==> config.mk <==
export PLATFORM = sky130hd
export DESIGN_NAME = brfps_ctrl
export DESIGN_NICKNAME = d
export VERILOG_FILES = /design/src/sv/brfps_pkg.sv /design/src/sv/brfps_ctrl.sv
export SDC_FILE = /design/constraint.sdc
export NUM_CORES = 1
export LEC_CHECK = 0
export BUFFER_PORTS_ARGS = -buffer_cell sky130_fd_sc_hd__buf_4
export CORE_AREA = 10 10 47 49
export CTS_CLUSTER_DIAMETER = 40
export CTS_CLUSTER_SIZE = 28
export DETAILED_ROUTE_END_ITERATION = 6
export DIE_AREA = 0 0 57 59
export HOLD_SLACK_MARGIN = 0.1
export SLEW_MARGIN = 40
export SYNTH_ARGS = -nofsm -noshare
export SYNTH_HDL_FRONTEND = slang
export SYNTH_SLANG_ARGS = --single-unit
==> constraint.sdc <==
create_clock -name clk -period 0.95 [get_ports clk]
set_input_delay 0.0475 -clock clk [delete_from_list [all_inputs] [get_ports clk]]
set_output_delay 0.0475 -clock clk [all_outputs]
set_load 0.05 [all_outputs]
==> src/sv/brfps_pkg.sv <==
// shared widths, operation codes and controller command type
`default_nettype none

package brfps_pkg;

  localparam int DEPTH_DEF = 1024;
  localparam int KIND_W    = 2;
  localparam int BYTE_W    = 8;
  localparam int CNT_W     = 11;

  // operation codes carried in the kind field
  localparam logic [KIND_W-1:0] KIND_WRITE = 2'd0;
  localparam logic [KIND_W-1:0] KIND_READ  = 2'd1;
  localparam logic [KIND_W-1:0] KIND_PEEK  = 2'd2;
  localparam logic [KIND_W-1:0] KIND_SKIP  = 2'd3;

  // commands from controller to datapath
  typedef struct packed {
    logic cap;
    logic exec;
    logic load;
  } cmd_t;

endpackage

`default_nettype wire

==> src/sv/brfps_ctrl.sv <==
// controller: sequences capture, execute and result load of one word
`default_nettype none

module brfps_ctrl import brfps_pkg::*; (
  input  wire logic clk,
  input  wire logic rst,
  input  wire logic in_valid,
  output logic      in_ready,
  output logic      out_valid,
  input  wire logic out_ready,
  output cmd_t      cmd
);

  localparam logic [1:0] ST_IDLE = 2'd0;
  localparam logic [1:0] ST_EXEC = 2'd1;
  localparam logic [1:0] ST_HOLD = 2'd2;

  logic [1:0] state;
  logic [1:0] state_next;

  // commands
  assign in_ready = (state == ST_IDLE);
  assign cmd.cap  = (state == ST_IDLE) && in_valid;
  assign cmd.exec = (state == ST_EXEC);
  assign cmd.load = (state == ST_HOLD) && (!out_valid || out_ready);

  // next state
  always_comb begin
    state_next = state;
    case (state)
      ST_IDLE: begin
        if (in_valid) state_next = ST_EXEC;
      end
      ST_EXEC: begin
        state_next = ST_HOLD;
      end
      ST_HOLD: begin
        if (!out_valid || out_ready) state_next = ST_IDLE;
      end
      default: begin
        state_next = ST_IDLE;
      end
    endcase
  end

  // state and output slot occupancy
  always_ff @(posedge clk) begin
    if (rst) begin
      state     <= ST_IDLE;
      out_valid <= 1'b0;
    end else begin
      state <= state_next;
      if (cmd.load) begin
        out_valid <= 1'b1;
      end else if (out_ready) begin
        out_valid <= 1'b0;
      end
    end
  end

endmodule

`default_nettype wire

=== Yosys cells after proc, flatten, opt, wreduce, memory -nomap -nowiden ===
Index checks and enable logic that the tools add are counted.

* Register bits after elaboration: 3
* Output and inout bits: 5
* Input bits: 4
* Logic and storage cells: 18

* Reduce and logical (&&, ||, !) cells: 7
* Muxes and demuxes: 5
* Equal/unequal tests: 4

{| class="wikitable"
|+ Operators by type and width
! cell !! number
|-
| 2-bit case mux with 3 select lines || 1
|-
| 2-bit two-way mux || 2
|-
| 2-bit by 1-bit equality test with 1-bit output, second input constant || 1
|-
| 2-bit equality test, second input constant || 1
|-
| 1-bit logical AND || 2
|-
| 2-bit zero test || 1
|-
| 1-bit two-way mux || 2
|-
| 2-bit by 1-bit != test with 1-bit output, second input constant || 1
|-
| 2-bit != test, second input constant || 1
|-
| 2-bit AND reduction || 1
|-
| 2-bit nonzero test || 1
|-
| 1-bit zero test || 1
|-
| 1-bit logical OR || 1
|}

=== Logic depth before layout (Yosys ltp) ===
Gate-level depths: netlist of run 1.

* Depth in word-level cells: 4
* Mapped depth: 2
* Mapped depth without buffers: 2

=== Least setup slack after synthesis of run 1 ===
OpenSTA, ideal clock, no wires.

* Path type: reg-to-output
* Start point: register out_valid
* End point: output cmd[0] (netlist bit)
* Path slack: -443 ps
* Required time: 902 ps
* Cell stages (with the launch flop): 3
* Path buffers: 0
* Arrival: 1346 ps
* Cells stage by stage: dfxtp_1 -> nand2b_1 -> nor2b_1

{| class="wikitable"
|+ RTL lines
! element !! line !! source
|-
| start: declaration || brfps_ctrl.sv:9 || <nowiki>output logic out_valid,</nowiki>
|-
| start signal: assignment || brfps_ctrl.sv:50 || <nowiki>out_valid <= 1'b0;</nowiki>
|-
| start signal: assignment || brfps_ctrl.sv:54 || <nowiki>out_valid <= 1'b1;</nowiki>
|-
| start signal: assignment || brfps_ctrl.sv:56 || <nowiki>out_valid <= 1'b0;</nowiki>
|-
| end: declaration || brfps_ctrl.sv:11 || <nowiki>output cmd_t cmd</nowiki>
|}

==> results of run 1 <==
-- stage by stage --
step           hold slack, ps  cell area (sq um)
3_5_place_dp              223                235
2_1_floorplan             109                155
5_1_grt                   153                302
3_3_place_gp              222                235
4_1_cts                   115                299
6_report                  115                302
-- metal layers --
metal  GRT usage (%)  part of all wire, %  routed length, um  vias to the layer above
li1                -                    -                  -                       70
met1            1.90                   28                110                       60
met2            3.88                   54                211                        4
met3            4.51                   18                 70                        0
met4            3.02                    0                  0                        0
met5               0                    0                  0                        -
-- power breakdown --
group	switching [uW]	internal [uW]
clock network	61.6	157
registers	9.14	132
logic	64.6	57.3
-- cell usage after synthesis --
library cell | count | share of area, %
and2b_4 | 1 | 7.2
nand2b_1 | 2 | 9.0
dfxtp_1 | 3 | 43
nor2b_1 | 2 | 9.0
a21oi_1 | 1 | 3.6
nor3b_2 | 1 | 9.0
nor2_1 | 1 | 2.7
and4bb_1 | 1 | 9.0
o21ba_1 | 1 | 7.2
-- cell type report --
cell class / instances / area (sq um) / share of cell area, %
multi-input combinational: 10 / 100 / 33.2
clock buffer: 4 / 26.3 / 8.71
tap: 16 / 20.0 / 6.64
timing repair buffer: 9 / 88.8 / 29.5
sequential: 3 / 66.3 / 22.0
-- layout by cell type (no fill, tap or decap), drive strengths merged --
master and n:
and4bb 1, a21oi 1, and2b 1, nor2b 2, dlygate4sd3 1, nand2b 2
buf 8, nor2 1, nor3b 1, dfxtp 3, clkbuf 4, o21ba 1
-- flip-flops by register name (all words and copies together) (netlist names) --
| name | cells |
|---|---|
| state | 2 |
| out_valid | 1 |
-- cells by family after synthesis --
group	count (synthesis)	share of synthesized area (%)
AND/OR/NAND/NOR	8	45.9
flip-flops	3	43.2
AO/OA/AOI/OAI	2	10.8
-- repair_timing --
action | in CTS | in global routing
hold buffers | 1 | 0
setup endpoints to repair | 4 | 4
gates resized for setup | 7 | 1
buffers inserted | 0 | 0
endpoints found under the hold margin | 3 | 0
-- how the worst min path moves through the flow --
stage,to,slack (ps),from,depth (start not counted)
after floorplan,out_valid$_SDFFE_PP0P_,110,rst,1
after detailed placement,state[0]$_SDFFE_PP0P_,220,rst,2
after global placement,state[0]$_SDFFE_PP0P_,220,rst,2
after global routing,out_valid$_SDFFE_PP0P_,150,out_ready,3
final,out_valid$_SDFFE_PP0P_,120,out_ready,3
after CTS,out_valid$_SDFFE_PP0P_,110,out_ready,3
-- critical path: stages (launching register included) --
cell     delay (ps)
dfxtp_4         360
and2b_4         260
buf_8           140
==> summary.txt, run 1 <==
Status
  – Status: finished, violations left
  – Failing checks: setup timing

Floorplanning
  – Die area: 3360 sq um
  – Initial Util: 9.91%
  – IO Pins: 9
  – Die H: 59 um
  – Rows: 14
  – Die Width: 57 um
  – Core area: 1400 sq um

STA
  – Final setup fails: 3
  – Max Transition Viols Final: 0
  – Final Critical Period: 1030 ps
  – Skew final: 1.43 ps
  – Normalized max-slew margin: 89.0%
  – Worst slew pin tran: 164 ps
  – Peak Freq: 968 MHz
  – Final WS setup: -83.4 ps
  – Setup TNS: -224 ps
  – RSZ-0062 raised after global routing: true
  – Final hold vios: 0
  – Period utilization: 109%

Power and ir drop
  – Pleak: 0.000140 uW
  – Pwr dens: 1600 nW/um^2
  – Final Power: 482 uW
  – Worst vdd ir: 0.000320 V

Drt
  – Mean routed wirelength per cell: 9.31 um
  – DRC: 0
  – DR vias: 134
  – DRT iter0 DRCs: 0
  – Drt pass-1 iters: 1
  – Drt total wl: 391 um
  – Post-DR vias/cell: 3.19
  – Final ANT Viol Nets: 0

Logic synthesis
  – YS warnings: 0
  – Seq/Total Area, Yosys: 43.2%
  – Net Count, Synth: 17
  – Synthesized instance count: 13
  – Synth Register Bits: 3
  – Mapped cell area: 139 sq um
  – Netlist cell types: 9
  – Mean Syn Cell Area: 10.7 sq um

Cells and area
  – Final std cells w/o fill: 42
  – Share of layout cells above drive strength 1: 69.2%
  – Final net count: 31
  – ANT cells: 0
  – FILL cells: 165
  – Core Util, Final: 21.5%
  – Area growth from synthesis to layout: 117%

Clock tree
  – Total CTS buffers: 3
  – Clock Root Buffer: clkbuf_4
  – H-tree levels: 1
  – CTS Buffer Depth: 2
  – CTS tree: built
  – Clock sinks: 3
  – Clock-pin slew on the worst setup and hold paths: 40 ps
  – Worst-skew pair later-pin latency: 230 ps

Setup path
  – Worst r2r src: state[1]$_SDFFE_PP0P_
  – Crit path from: state[1]$_SDFFE_PP0P_
  – Critical path class: register to output pin
  – R2R Path End: state[1]$_SDFFE_PP0P_
  – CP required: 900 ps
  – CP endpoint kind: output pin
  – Reg-to-reg slack, setup: 90 ps
  – WP data arrival: 990 ps
  – Critical path startpoint category: register
  – Max FO, Critical Path: 5
  – Setup crit end: cmd[1]
  – Reg2Reg Depth: 2

GRT
  – Total gr overflow: 0
  – Antenna violations before repair: 0
  – Largest net degree at the start of global routing: 6
  – Vias in the first global route: 154
  – First-pass GRT wire length: 703 um
  – Total global-route track usage: 3.07%

Job
  – Max cap viols: 0

Placement
  – Post-Place Worst Slack: 26.7 ps
  – PortBufs: 8
  – Routability cong.: 0.615
  – Placed Cells: 37

Hold path
  – Hold/Removal Path Class: input pin to register
Power figures use the tool's default switching activity.
==> run 2, diff against run 1 <==
--- a/config.mk
+++ b/config.mk
@@ -7,6 +7,7 @@
 export LEC_CHECK = 0
 export BUFFER_PORTS_ARGS = -buffer_cell sky130_fd_sc_hd__buf_4
 export CORE_AREA = 10 10 47 49
+export CTS_BUF_LIST = sky130_fd_sc_hd__clkbuf_4
 export CTS_CLUSTER_DIAMETER = 40
 export CTS_CLUSTER_SIZE = 28
 export DETAILED_ROUTE_END_ITERATION = 6
==> run 2 against run 1 <==
Combinational power is essentially flat. Critical path type unchanged. Critical path depth did not move. The run still ends with setup timing left. Sequential power hardly changed. Largest cell class unchanged. Core utilization up 0.27 points. Clock skew about the same. Power is 6.2% higher. Non-clock buffer count stayed put.
==> summary.txt, run 2 (synthesis results as in run 1) <==
Status
  – Status: finished, violations left (unchanged)
  – Failing checks: setup timing (unchanged)

Cells and area
  – ANT cells: 0 (unchanged)
  – Largest Register: state (unchanged)
  – Final net count: 31 (unchanged)
  – Largest register FFs: 2 (unchanged)
  – Area growth from synthesis to layout: 120% (was 117%)
  – Most frequent cells in the layout: clkbuf_4, buf_4, buf_6 (was buf_4, clkbuf_4, buf_6)
  – FILL cells: 164 (was 165)
  – Core Util, Final: 21.8% (was 21.5%)
  – Share of layout cells above drive strength 1: 73.1% (was 69.2%)
  – Top Registers: state (2), out_valid (1) (unchanged)

Floorplanning
  – Rows: 14 (unchanged)
  – Die Width: 57 um (unchanged)
  – Core area: 1400 sq um (unchanged)
  – Initial Util: 9.91% (unchanged)
  – Die area: 3360 sq um (unchanged)
  – IO Pins: 9 (unchanged)
  – Die H: 59 um (unchanged)

STA
  – Period utilization: 109% (about the same)
  – Final setup fails: 3 (unchanged)
  – Worst slew pin tran: 163 ps (was 164 ps)
  – Skew final: 1.80 ps (was 1.43 ps)
  – Peak Freq: 966 MHz (was 968 MHz)
  – Final Critical Period: 1040 ps (was 1030 ps)
  – Max Transition Viols Final: 0 (unchanged)
  – Final WS setup: -85.4 ps (was -83.4 ps)
  – Final hold vios: 0 (unchanged)
  – RSZ-0062 raised after global routing: true (unchanged)
  – Normalized max-slew margin: 89.1% (was 89.0%)

Setup path
  – CP required: 900 ps (about the same)
  – Reg2Reg Depth: 2 (unchanged)
  – Cells along the critical path: and2b_4 > buf_8 (unchanged)
  – CP max stage delay: 360 ps (about the same)
  – WP data arrival: 990 ps (about the same)
  – Critical path startpoint category: register (unchanged)
  – Critical path class: register to output pin (unchanged)
  – Max FO, Critical Path: 5 (unchanged)
  – CP max stage cell: dfxtp_4 (unchanged)
  – Levels on crit path: 2 (unchanged)
  – CP top delay family: flip-flops (unchanged)
  – CP endpoint kind: output pin (unchanged)
  – Bufs and invs on worst path: 1 (unchanged)

Clock tree
  – CTS Buffer Depth: 2 (unchanged)
  – Clock Root Buffer: clkbuf_4 (unchanged)
  – Clock sinks: 3 (unchanged)
  – H-tree levels: 1 (unchanged)
  – CTS tree: built (unchanged)
  – Clock-pin slew on the worst setup and hold paths: 40 ps (about the same)
  – Worst-skew pair later-pin latency: 230 ps (about the same)
  – Total CTS buffers: 3 (unchanged)

Power and ir drop
  – Pwr dens: 1680 nW/um^2 (was 1600 nW/um^2)
  – Final Power: 512 uW (was 482 uW)
  – Pleak: 0.000144 uW (was 0.000140 uW)
  – Worst vdd ir: 0.000285 V (was 0.000320 V)

Hold path
  – Hold/Removal Path Class: input pin to register (unchanged)
  – Worst hold path cell count: 3 (unchanged)

GRT
  – First-pass GRT wire length: 703 um (unchanged)
  – Largest net degree at the start of global routing: 6 (unchanged)
  – Vias in the first global route: 154 (unchanged)
  – Total global-route track usage: 3.07% (unchanged)
  – Total gr overflow: 0 (unchanged)
  – Antenna violations before repair: 0 (unchanged)

Drt
  – DRC: 0 (unchanged)
  – Mean routed wirelength per cell: 9.48 um (was 9.31 um)
  – DRT iter0 DRCs: 1 (was 0)
  – Drt total wl: 398 um (was 391 um)
  – DR vias: 135 (was 134)
  – Post-DR vias/cell: 3.21 (was 3.19)
  – Drt pass-1 iters: 2 (was 1)
  – Final ANT Viol Nets: 0 (unchanged)

Placement
  – PortBufs: 8 (unchanged)
  – Routability cong.: 0.615 (unchanged)
  – Post-Place Worst Slack: 26.7 ps (unchanged)

Job
  – Max cap viols: 0 (unchanged)
-- run 2: cell counts in the layout (fill, tap and decap cells not counted) --
Identical to the previous run, type by type.
-- run 2: area by class of cell --
class,instances,area (sq um),area share [%]
Clock buffer,4,30.0,9.84
Multi-Input combinational cell,10,100,32.8
Sequential cell,3,66.3,21.7
Tap cell,16,20.0,6.56
Timing Repair Buffer,9,88.8,29.1
-- run 2: worst min-delay path: stages --
cell and delay [ps]:
buf_4 80, nand2b_1 110, a21oi_1 60
-- run 2: worst paths after layout --
kind                                              from                endpoint  slack, ps
worst max register to register   state[1]$_SDFFE_PP0P_   state[1]$_SDFFE_PP0P_         90
worst max-delay path             state[1]$_SDFFE_PP0P_                  cmd[1]        -90
worst min-delay path                         out_ready  out_valid$_SDFFE_PP0P_        110
worst min register to register  out_valid$_SDFFE_PP0P_  out_valid$_SDFFE_PP0P_        500
-- run 2: power breakdown --
group	internal (uW)	total, uW	switching (uW)
combinational	57.3	122	64.5
sequential	132	141	9.15
clock	186	249	63.2
-- run 2: repair_timing --
| action | in CTS | in global routing |
|---|---|---|
| pin swaps | 0 | 0 |
| endpoints found under the hold margin | 3 | 0 |
| setup endpoints to repair | 4 | 4 |
| gates resized for setup | 7 | 1 |
| buffers inserted | 0 | 0 |
| hold buffers | 1 | 0 |
-- run 2: metal layers --
layer,up-vias,track usage (%),share of wire [%]
li1,69,-,-
met5,-,0,0
met3,0,4.51,17
met4,0,3.02,0
met1,62,1.90,28
met2,4,3.88,55
-- run 2: per-stage QoR --
| step | cells | instance area, sq um | hold WS, ps | TNS (ps) |
|---|---|---|---|---|
| finish | 42 | 305 | 113 | -229 |
| global route | 42 | 305 | 153 | -443 |
| CTS | 42 | 303 | 111 | -300 |
| detailed placement | 37 | 235 | 223 | 0 |
| global placement | 37 | 235 | 222 | 0 |
| floorplan | 13 | 155 | 109 | -246 |
